File: config.mk
export PLATFORM = sky130hd
export DESIGN_NAME = telemetry_frame_builder_crc16_top
export DESIGN_NICKNAME = d
export VERILOG_FILES = /design/src/design/tfb_pkg.sv /design/src/design/telemetry_frame_builder_crc16_top.sv
export SDC_FILE = /design/constraint.sdc
export NUM_CORES = 1
export LEC_CHECK = 0
export ABC_AREA = 1
export CORE_MARGIN = 10
export CORE_UTILIZATION = 62
export DETAILED_ROUTE_END_ITERATION = 16
export DONT_BUFFER_PORTS = 1
export PLACE_DENSITY = 0.75
export SYNTH_ARGS = -nofsm -noshare
export SYNTH_HDL_FRONTEND = slang
export SYNTH_SLANG_ARGS = --single-unit
export TNS_END_PERCENT = 5
File: constraint.sdc
create_clock -name clk -period 10.1 [get_ports clk]
set_clock_uncertainty 0.2 [all_clocks]
set_input_delay 2.02 -clock clk [delete_from_list [all_inputs] [get_ports clk]]
set_output_delay 2.02 -clock clk [all_outputs]
set_load 0.01 [all_outputs]
File: src/design/tfb_pkg.sv
`default_nettype none
package tfb_pkg;

	// default number of channel slots
	localparam int MAX_CHANNELS_DEF = 8;

	// crc16-ccitt constants
	localparam logic [15:0] CRC_INIT = 16'hFFFF;
	localparam logic [15:0] CRC_POLY = 16'h1021;

	// configuration register indexes
	localparam logic [1:0] REG_SEND_DIVIDER      = 2'd0;
	localparam logic [1:0] REG_CHANNEL_COUNT     = 2'd1;
	localparam logic [1:0] REG_START_BYTE_FIRST  = 2'd2;
	localparam logic [1:0] REG_START_BYTE_SECOND = 2'd3;

	// input action codes
	localparam logic ACT_STORE = 1'b0;
	localparam logic ACT_TICK  = 1'b1;

	// one byte through the msb-first crc16 shift register
	function automatic logic [15:0] crc16_byte(input logic [15:0] crc, input logic [7:0] b);
		logic [15:0] c;
		c = crc ^ {b, 8'h00};
		for (int k = 0; k < 8; k++) begin
			if (c[15]) begin
				c = {c[14:0], 1'b0} ^ CRC_POLY;
			end else begin
				c = {c[14:0], 1'b0};
			end
		end
		return c;
	endfunction

endpackage
`default_nettype wire

File: src/design/telemetry_frame_builder_crc16_top.sv
`default_nettype none
// channel  signals                                       direction
// input    in_valid/in_ready, action, channel_index,     in
//          sample_bits
// output   out_valid/out_ready, frame_byte, last_byte    out
// config   cfg_valid/cfg_ready, cfg_index, cfg_data      in
//
// a store item or a tick that does not send leaves in_ready high
// a sending tick with a nonzero channel count emits 10 + 4n frame bytes,
// one per cycle through the crc byte unit while out_ready does not stall
// in_ready stays low until the last frame byte sits in the output register
// arst_n clears the counters, the sample registers and the configuration (send divider resets to 1)
module telemetry_frame_builder_crc16_top
	import tfb_pkg::*;
#(
	parameter int MAX_CHANNELS = MAX_CHANNELS_DEF
) (
	input  wire logic        clk,
	input  wire logic        arst_n,
	input  wire logic        in_valid,
	output logic             in_ready,
	input  wire logic        action,
	input  wire logic [2:0]  channel_index,
	input  wire logic [31:0] sample_bits,
	output logic             out_valid,
	input  wire logic        out_ready,
	output logic [7:0]       frame_byte,
	output logic             last_byte,
	input  wire logic        cfg_valid,
	output logic             cfg_ready,
	input  wire logic [1:0]  cfg_index,
	input  wire logic [15:0] cfg_data
);

	localparam int CH_W  = (MAX_CHANNELS > 1) ? $clog2(MAX_CHANNELS) : 1;
	localparam int POS_W = $clog2(12 + 4 * MAX_CHANNELS + 1);

	// header byte positions
	localparam logic [POS_W-1:0] POS_SOF0  = POS_W'(0);
	localparam logic [POS_W-1:0] POS_SOF1  = POS_W'(1);
	localparam logic [POS_W-1:0] POS_LEN_L = POS_W'(2);
	localparam logic [POS_W-1:0] POS_LEN_H = POS_W'(3);
	localparam logic [POS_W-1:0] POS_SEQ_L = POS_W'(4);
	localparam logic [POS_W-1:0] POS_SEQ_H = POS_W'(5);
	localparam logic [POS_W-1:0] POS_CNT_L = POS_W'(6);
	localparam logic [POS_W-1:0] POS_CNT_H = POS_W'(7);
	localparam logic [POS_W-1:0] POS_DATA  = POS_W'(8);

	// sequencer states
	localparam logic ST_IDLE = 1'b0;
	localparam logic ST_SEND = 1'b1;

	logic              state_q;
	logic [POS_W-1:0]  pos_q;
	logic [15:0]       tick_count_q;
	logic [15:0]       frame_sequence_q;
	logic [15:0]       crc_q;
	logic [31:0]       samples_q [MAX_CHANNELS];
	logic [15:0]       send_divider_q;
	logic [3:0]        channel_count_q;
	logic [7:0]        sof_first_q;
	logic [7:0]        sof_second_q;
	logic              out_valid_q;
	logic [7:0]        frame_byte_q;
	logic              last_byte_q;

	logic              in_fire;
	logic              cfg_fire;
	logic [15:0]       div_eff;
	logic [15:0]       tick_next;
	logic              tick_sends;
	logic [3:0]        n_sat;
	logic [15:0]       total_len;
	logic [POS_W-1:0]  crc_lo_pos;
	logic [POS_W-1:0]  last_pos;
	logic [POS_W-1:0]  data_off;
	logic [CH_W-1:0]   rd_ch;
	logic [31:0]       rd_sample;
	logic [7:0]        next_byte;
	logic              advance;
	logic              is_last;
	logic              is_crc;

	assign in_ready  = (state_q == ST_IDLE);
	assign cfg_ready = 1'b1;
	assign in_fire   = in_valid && in_ready;
	assign cfg_fire  = cfg_valid && cfg_ready;

	assign out_valid  = out_valid_q;
	assign frame_byte = frame_byte_q;
	assign last_byte  = last_byte_q;

	// decimation compare and saturated channel count
	assign div_eff    = (send_divider_q == 16'd0) ? 16'd1 : send_divider_q;
	assign tick_next  = tick_count_q + 16'd1;
	assign tick_sends = (tick_next >= div_eff);
	assign n_sat      = (32'(channel_count_q) > MAX_CHANNELS) ? 4'(MAX_CHANNELS)
	                                                          : channel_count_q;
	assign total_len  = 16'({n_sat, 2'b00}) + 16'd10;
	assign crc_lo_pos = POS_DATA + POS_W'({n_sat, 2'b00});
	assign last_pos   = crc_lo_pos + POS_W'(1);

	// sample byte lookup
	assign data_off  = pos_q - POS_DATA;
	assign rd_ch     = CH_W'(data_off >> 2);
	assign rd_sample = samples_q[rd_ch];

	assign is_last = (pos_q == last_pos);
	assign is_crc  = (pos_q == crc_lo_pos) || is_last;
	assign advance = (state_q == ST_SEND) && (!out_valid_q || out_ready);

	// frame byte select
	always_comb begin
		next_byte = 8'h00;
		case (pos_q)
			POS_SOF0:  next_byte = sof_first_q;
			POS_SOF1:  next_byte = sof_second_q;
			POS_LEN_L: next_byte = total_len[7:0];
			POS_LEN_H: next_byte = total_len[15:8];
			POS_SEQ_L: next_byte = frame_sequence_q[7:0];
			POS_SEQ_H: next_byte = frame_sequence_q[15:8];
			POS_CNT_L: next_byte = 8'(n_sat);
			POS_CNT_H: next_byte = 8'h00;
			default: begin
				if (is_last) begin
					next_byte = crc_q[15:8];
				end else if (pos_q == crc_lo_pos) begin
					next_byte = crc_q[7:0];
				end else begin
					case (data_off[1:0])
						2'd0:    next_byte = rd_sample[7:0];
						2'd1:    next_byte = rd_sample[15:8];
						2'd2:    next_byte = rd_sample[23:16];
						default: next_byte = rd_sample[31:24];
					endcase
				end
			end
		endcase
	end

	// configuration registers
	always_ff @(posedge clk or negedge arst_n) begin
		if (!arst_n) begin
			send_divider_q  <= 16'd1;
			channel_count_q <= 4'd0;
			sof_first_q     <= 8'h00;
			sof_second_q    <= 8'h00;
		end else if (cfg_fire) begin
			case (cfg_index)
				REG_SEND_DIVIDER:      send_divider_q  <= cfg_data;
				REG_CHANNEL_COUNT:     channel_count_q <= cfg_data[3:0];
				REG_START_BYTE_FIRST:  sof_first_q     <= cfg_data[7:0];
				REG_START_BYTE_SECOND: sof_second_q    <= cfg_data[7:0];
				default: ;
			endcase
		end
	end

	// per-channel sample registers
	always_ff @(posedge clk or negedge arst_n) begin
		if (!arst_n) begin
			for (int i = 0; i < MAX_CHANNELS; i++) begin
				samples_q[i] <= 32'd0;
			end
		end else if (in_fire && action == ACT_STORE && 32'(channel_index) < MAX_CHANNELS) begin
			samples_q[CH_W'(channel_index)] <= sample_bits;
		end
	end

	// sequencer, tick counter and crc unit
	always_ff @(posedge clk or negedge arst_n) begin
		if (!arst_n) begin
			state_q          <= ST_IDLE;
			pos_q            <= '0;
			tick_count_q     <= 16'd0;
			frame_sequence_q <= 16'd0;
			crc_q            <= CRC_INIT;
		end else begin
			case (state_q)
				ST_IDLE: begin
					if (in_fire && action == ACT_TICK) begin
						if (tick_sends) begin
							tick_count_q <= 16'd0;
							if (n_sat != 4'd0) begin
								state_q <= ST_SEND;
								pos_q   <= '0;
								crc_q   <= CRC_INIT;
							end
						end else begin
							tick_count_q <= tick_next;
						end
					end
				end
				ST_SEND: begin
					if (advance) begin
						if (!is_crc) begin
							crc_q <= crc16_byte(crc_q, next_byte);
						end
						if (is_last) begin
							state_q          <= ST_IDLE;
							frame_sequence_q <= frame_sequence_q + 16'd1;
						end else begin
							pos_q <= pos_q + POS_W'(1);
						end
					end
				end
				default: state_q <= ST_IDLE;
			endcase
		end
	end

	// output register
	always_ff @(posedge clk or negedge arst_n) begin
		if (!arst_n) begin
			out_valid_q <= 1'b0;
		end else if (advance) begin
			out_valid_q <= 1'b1;
		end else if (out_ready) begin
			out_valid_q <= 1'b0;
		end
	end

	always_ff @(posedge clk) begin
		if (advance) begin
			frame_byte_q <= next_byte;
			last_byte_q  <= is_last;
		end
	end

	// the byte position never runs past the final crc byte
	assert property (@(posedge clk) disable iff (!arst_n)
		(state_q == ST_SEND) |-> (pos_q <= last_pos))
		else $error("byte position past end of frame");

	// each finished frame bumps the sequence number by one
	assert property (@(posedge clk) disable iff (!arst_n)
		(advance && is_last) |=> (frame_sequence_q == $past(frame_sequence_q) + 16'd1))
		else $error("sequence number not advanced after frame");

	// a sending tick with channels configured starts a frame
	assert property (@(posedge clk) disable iff (!arst_n)
		(in_fire && action == ACT_TICK && tick_sends && n_sat != 4'd0)
		|=> (state_q == ST_SEND && pos_q == POS_SOF0))
		else $error("sending tick did not start a frame");

	// the last byte of a frame goes out with valid and the last flag, with the sequencer back in idle
	assert property (@(posedge clk) disable iff (!arst_n)
		(advance && is_last) |=> (out_valid_q && last_byte_q && state_q == ST_IDLE))
		else $error("last byte not presented at end of frame");

endmodule
`default_nettype wire

Yosys cells after proc, flatten, opt, wreduce, memory -nomap -nowiden
Cells that the tools add are included.

word-level totals
  output and inout bits = 12
  flip-flop bits (word level) = 357

operators by class
  multiplexer cells = 62
  equal/unequal tests = 20
  magnitude comparators = 5
  reductions and logical operators = 22
  $add $sub $neg = 7
  bitwise logic cells = 13

operators by type and width
  cell                                                 count
  2-to-1 mux 16 bit                                    28
  bitwise mux 256 bit                                  1
  2-to-1 mux 13 bit                                    8
  binary-select mux 32 bit (select 3 bit)              1
  demux 32 bit (select 3 bit)                          1
  2-to-1 mux 32 bit                                    3
  case mux 8 bit (8 select lines)                      1
  adder 16 x 1 -> 16 bit, second input constant        2
  case mux 16 bit (2 select lines)                     1
  2-to-1 mux 6 bit                                     5
  equality test 6 x 3 -> 1 bit, second input constant  4
  NOT 3 bit                                            8
  case mux 8 bit (3 select lines)                      1
  >= comparator 16 bit                                 1
  zero test 16 bit                                     1
  2-to-1 mux 8 bit                                     2
  XOR 16 bit                                           1
  adder 6 x 1 -> 6 bit, second input constant          2
  equality test 6 x 2 -> 1 bit, second input constant  2
  equality test 6 bit                                  2
  case mux 6 bit (2 select lines)                      1
  AND reduction 2 bit                                  5
  AND reduction 5 bit                                  2
  >= comparator 4 bit, second input constant           2
  23 further kinds                                     44

Depth between registers and ports, before layout
  depth after elaboration = 50
  mapped depth = 24
  mapped depth without buffers = 22

Worst setup path before layout
OpenSTA, ideal clock, no wires.

  path type = input-to-reg
  from = input port out_ready
  to = register frame_sequence_q[15]
  arrival = 3.577 ns
  stages on the path = 8
  data required time = 9.778 ns
  path slack = 6.201 ns
  buffers on the path = 0
  library setup time = 0.122 ns
  cell sequence = nor2_1 > nor2_1 > inv_1 > nor4_1 > nand2_1 > nor4_1 > nand2_1 > xor2_1

between the ends
  cells in the longest elaborated chain, start to end = 3

ends and longest elaborated chain
  item                                  line                                      text
  from (decl)                           telemetry_frame_builder_crc16_top.sv:26   input wire logic out_ready,
  logical OR 1 bit                      telemetry_frame_builder_crc16_top.sv:110  assign advance = (state_q == ST_SEND) && (!out_valid_q || out_ready);
  logical AND 1 bit                     telemetry_frame_builder_crc16_top.sv:110
  net advance                           telemetry_frame_builder_crc16_top.sv:80   logic advance;
  AND reduction 3 bit (no source line)  n/a
  to (signal assigned)                  telemetry_frame_builder_crc16_top.sv:201  frame_sequence_q <= frame_sequence_q + 16'd1;
  to (decl)                             telemetry_frame_builder_crc16_top.sv:56   logic [15:0] frame_sequence_q;

The timed path passes the listed nets, and every way through them passes these cells.
A chain may end at the register's enable or synchronous reset.

Final worst setup path
  from = register tick_count_q[2]
  to = register crc_q[15]

between the ends
  cells in the longest elaborated chain, start to end = 4

ends and longest elaborated chain
  item                                     line                                      text
  from (decl)                              telemetry_frame_builder_crc16_top.sv:55   logic [15:0] tick_count_q;
  from (signal assigned)                   telemetry_frame_builder_crc16_top.sv:190  tick_count_q <= tick_next;
  adder 16 x 1 -> 16 bit                   telemetry_frame_builder_crc16_top.sv:95   assign tick_next = tick_count_q + 16'd1;
  >= comparator 16 bit                     telemetry_frame_builder_crc16_top.sv:96   assign tick_sends = (tick_next >= div_eff);
  != test 2 x 1 -> 1 bit (no source line)  n/a
  AND reduction 5 bit (no source line)     n/a
  to (signal assigned)                     telemetry_frame_builder_crc16_top.sv:197  crc_q <= crc16_byte(crc_q, next_byte);
  to (decl)                                telemetry_frame_builder_crc16_top.sv:57   logic [15:0] crc_q;

Every way passes these cells.

==> impl_metrics.py <==
metrics = {
    "outcome": {
        "status": "complete, no violations",
    },
    "critical_path": {
        "cp_data_arrival_time_ns": 5.15,
        "worstPathMaxFanout": 25,
        "critPathKind": "reg -> reg",
        "cp.required_ns": 10.35,
        "r2r_cells": 22,
        "cp-start-kind": "register",
        "end_kind": "register",
    },
    "global_routing": {
        "grt_antenna_before_repair": 1,
        "grt_pass1_vias": 14610,
        "grt_max_degree": 349,
        "grt.total_usage_pct": 26.38,
        "grt_pass1_wl_um": 76820,
        "grt_overflow": 0,
    },
    "cts": {
        "cts_hold_buf": 0,
        "htree_levels": 2,
        "ctsRootBufferMaster": "clkbuf_16",
        "cts.repair.resized": 0,
        "clk_pin_slew_ns": 0.06,
        "cts_tree": "yes",
        "clock_path_buffers": 3,
        "post-cts-setup-buffers": 0,
        "insertion_delay_ns": 0.53,
        "cts-buffers-inserted": 39,
        "cts.sinks": 357,
    },
    "layout": {
        "area_delta_synth_final_pct": 7.846,
        "instances_no_fill": 2632,
        "drive_gt1_share_pct": 5.634,
        "antenna_cells": 0,
        "nets": 2310,
    },
    "route": {
        "met3_length_um": 3735,
        "met2WireLength_um": 21870,
        "wl_met1_um": 20090,
        "route.vias.total": 15220,
        "drc_errors": 0,
        "vias_per_cell": 5.782,
        "final_antenna_net_count": 0,
        "top_layer_used": "met5",
        "drt-pass1-iter-count": 6,
        "wirelength_um": 47440,
        "drtIter0Drc": 1495,
        "post_drt_wl_per_cell_um": 18.03,
    },
    "sta": {
        "period_needed_ns": 4.896,
        "worst_pin_slew_ns": 0.9799,
        "finalHoldViolations": 0,
        "fmax_ghz": 0.2042,
        "maxSlewHeadroom_pct": 34.49,
        "report.final.slew_viol_count": 0,
        "finalCritPeriodShare_pct": 48.48,
        "report.final.setup_viol": 0,
        "tns_ns": 0,
        "rsz0062_at_grt": "false",
    },
    "synth": {
        "syn-cell-area_mm2": 0.01773,
        "ys_types": 48,
        "ys_warn_count": 0,
        "async_flop_share_pct": 97.48,
        "synth_nets": 2365,
        "syn_inst": 2282,
        "synth_flop_cell": "dfrtp_1",
        "yosysSeqAreaShare_pct": 50.76,
        "synth_area_per_cell_um2": 7.770,
        "synth-seq-cells": 357,
        "synth_edf_count": 9,
    },
    "placement": {
        "io_buffers": 0,
        "dpl.cell_count": 2564,
        "hpwlAfterDp_um": 28300,
        "place_congestion": 0.8420,
    },
    "power": {
        "power_density_mw_per_mm2": 336.4,
        "irDropWorstVdd_mv": 0.1908,
        "leakage_nw": 9.404,
    },
    "flow_run": {
        "drv_cap": 0,
    },
    "floorplanning": {
        "die_w_um": 189.1,
        "dieArea_mm2": 0.03576,
        "core_mm2": 0.02801,
        "rows": 61,
        "num_io_pins": 71,
        "initial_core_util_pct": 63.30,
        "die_h_um": 189.1,
    },
    "min_path": {
        "hold-path-cell-count": 1,
        "hold_class": "reg -> reg",
    },
}
cell families (layout without fill, tap and decap cells):
kind of cell    count (synthesis)  after routing  share of synthesized area (%)
simple gates                 1077           1077                          25.06
compound gates                428            428                          12.73
buf+inv                       364            336                          8.171
flops                         357            357                          50.76
xor+xnor                       31             31                          1.574
fa+ha+maj                      24             24                          1.693
other cells                     1              1                        0.02115
cell usage after synthesis, types with 2 or more instances:
library cell	count	area, µm²
o31ai_1	3	22.52
o21ai_1	7	35.03
o211ai_1	9	67.56
buf_6	2	22.52
inv_2	8	30.03
a31oi_1	4	25.02
nor3_1	8	40.04
nor4_1	7	43.79
buf_4	6	45.04
buf_1	4	15.01
nor2_1	141	529.3
nor3_2	5	50.05
nor2_2	3	18.77
nand2_1	705	2646
a221oi_1	4	35.03
dfrtp_1	331	8283
a22o_1	2	17.52
xnor2_1	4	35.03
dfstp_2	17	446.7
edfxtp_1	9	270.3
ha_1	24	300.3
clkbuf_1	68	255.2
inv_1	239	897.1
clkinv_1	2	7.510
o21ai_0	296	1481
xor2_1	26	227.7
buf_2	34	170.2
nand2_2	5	31.28
nand3_1	176	880.8
nand3_2	2	20.02
a22oi_1	3	22.52
nand4_1	21	131.4
o22ai_1	8	50.05
a21oi_1	82	410.4
o21a_1	3	22.52
a21oi_2	2	17.52
area by class of cell:
class,count,area [µm²]
fill,2314,8887
timing repair buffer,18,135.1
inverter,250,940.9
tap,378,473.0
sequential,357,9005
clock buffer,63,1219
multi-input combinational,1561,7298
clock inverter,5,52.55
critical path, stage by stage (launching register included):
cell     delay [ns]
dfrtp_1        0.39
inv_1          0.07
nor3_1         0.30
nand3_1        0.15
nor2_1         0.11
inv_1          0.05
nor2_1         0.16
nand3_1        0.14
nor3_1         0.34
nand4_1        0.19
xor2_1         0.21
ha_1           0.32
nand2_1        0.07
inv_1          0.05
nand3_1        0.08
nor3_1         0.20
nand2_1        0.08
nand3_1        0.23
o21ai_2        0.16
a21oi_2        0.73
inv_1          0.37
nand2_1        0.14
nand2_1        0.07
placed cells by master, fill, tap and decap left out, types with 8 or more instances in the layout:
cell type / Yosys / routed
inv_1: 239 / 239
nand4_1: 21 / 21
edfxtp_1: 9 / 9
clkbuf_1: 68 / 11
dfstp_2: 17 / 17
o21ai_0: 296 / 296
nand2_1: 705 / 705
a21oi_1: 82 / 82
clkbuf_16: 0 / 41
buf_4: 6 / 18
dfrtp_1: 331 / 329
o22ai_1: 8 / 8
ha_1: 24 / 24
xor2_1: 26 / 26
inv_2: 8 / 8
nor3_1: 8 / 8
nor2_1: 141 / 140
o211ai_1: 9 / 9
clkbuf_8: 0 / 11
nand3_1: 176 / 176
power breakdown:
| group | leakage, nW | total, W | switching [W] | internal (W) |
|---|---|---|---|---|
| sequential | 4.48 | 0.00228 | 0.000320 | 0.00196 |
| combinational | 4.30 | 0.00274 | 0.00187 | 0.000867 |
| clock | 0.623 | 0.00142 | 0.000569 | 0.000847 |
state kept, by name (all words and copies together) (netlist names):
register          count
send_divider_q       16
pos_q                 6
frame_sequence_q     16
samples_q           256
channel_count_q       4
state_q               1
sof_second_q          8
last_byte             1
tick_count_q         16
frame_byte            8
out_valid             1
crc_q                16
sof_first_q           8
metrics by stage:
stage	total power, W	utilization (%)	hold WS, ns	area [µm²]	setup WS, ns
floorplan	0.004215	-	0.2416	17730	6.201
global placement	0.004840	63.73	0.2551	17850	5.331
detailed placement	0.004950	63.73	0.2675	17850	5.214
CTS	0.006388	68.27	0.2762	19120	5.264
global route	0.006901	68.27	0.2969	19120	4.692
finish	0.006433	68.27	0.2795	19120	5.204
path summary, 6_finish.rpt:
kind	start	to	slack, ns
max in group asynchronous	arst_n	sof_first_q[4]	8.14
worst min register to register	frame_sequence_q[9]	frame_sequence_q[9]	0.28
worst min-delay path	frame_sequence_q[9]	frame_sequence_q[9]	0.28
worst max-delay path	tick_count_q[2]	crc_q[15]	5.20
worst max register to register	tick_count_q[2]	crc_q[15]	5.20
min in group asynchronous	arst_n	samples_q[196]	0.99
metal layers:
| metal | vias up | track usage (%) |
|---|---|---|
| li1 | 7202 | - |
| met1 | 7322 | 35.44 |
| met2 | 581 | 42.05 |
| met3 | 110 | 4.576 |
| met4 | 2 | 10.10 |
| met5 | - | 0 |
Power figures use the tool's default switching activity.
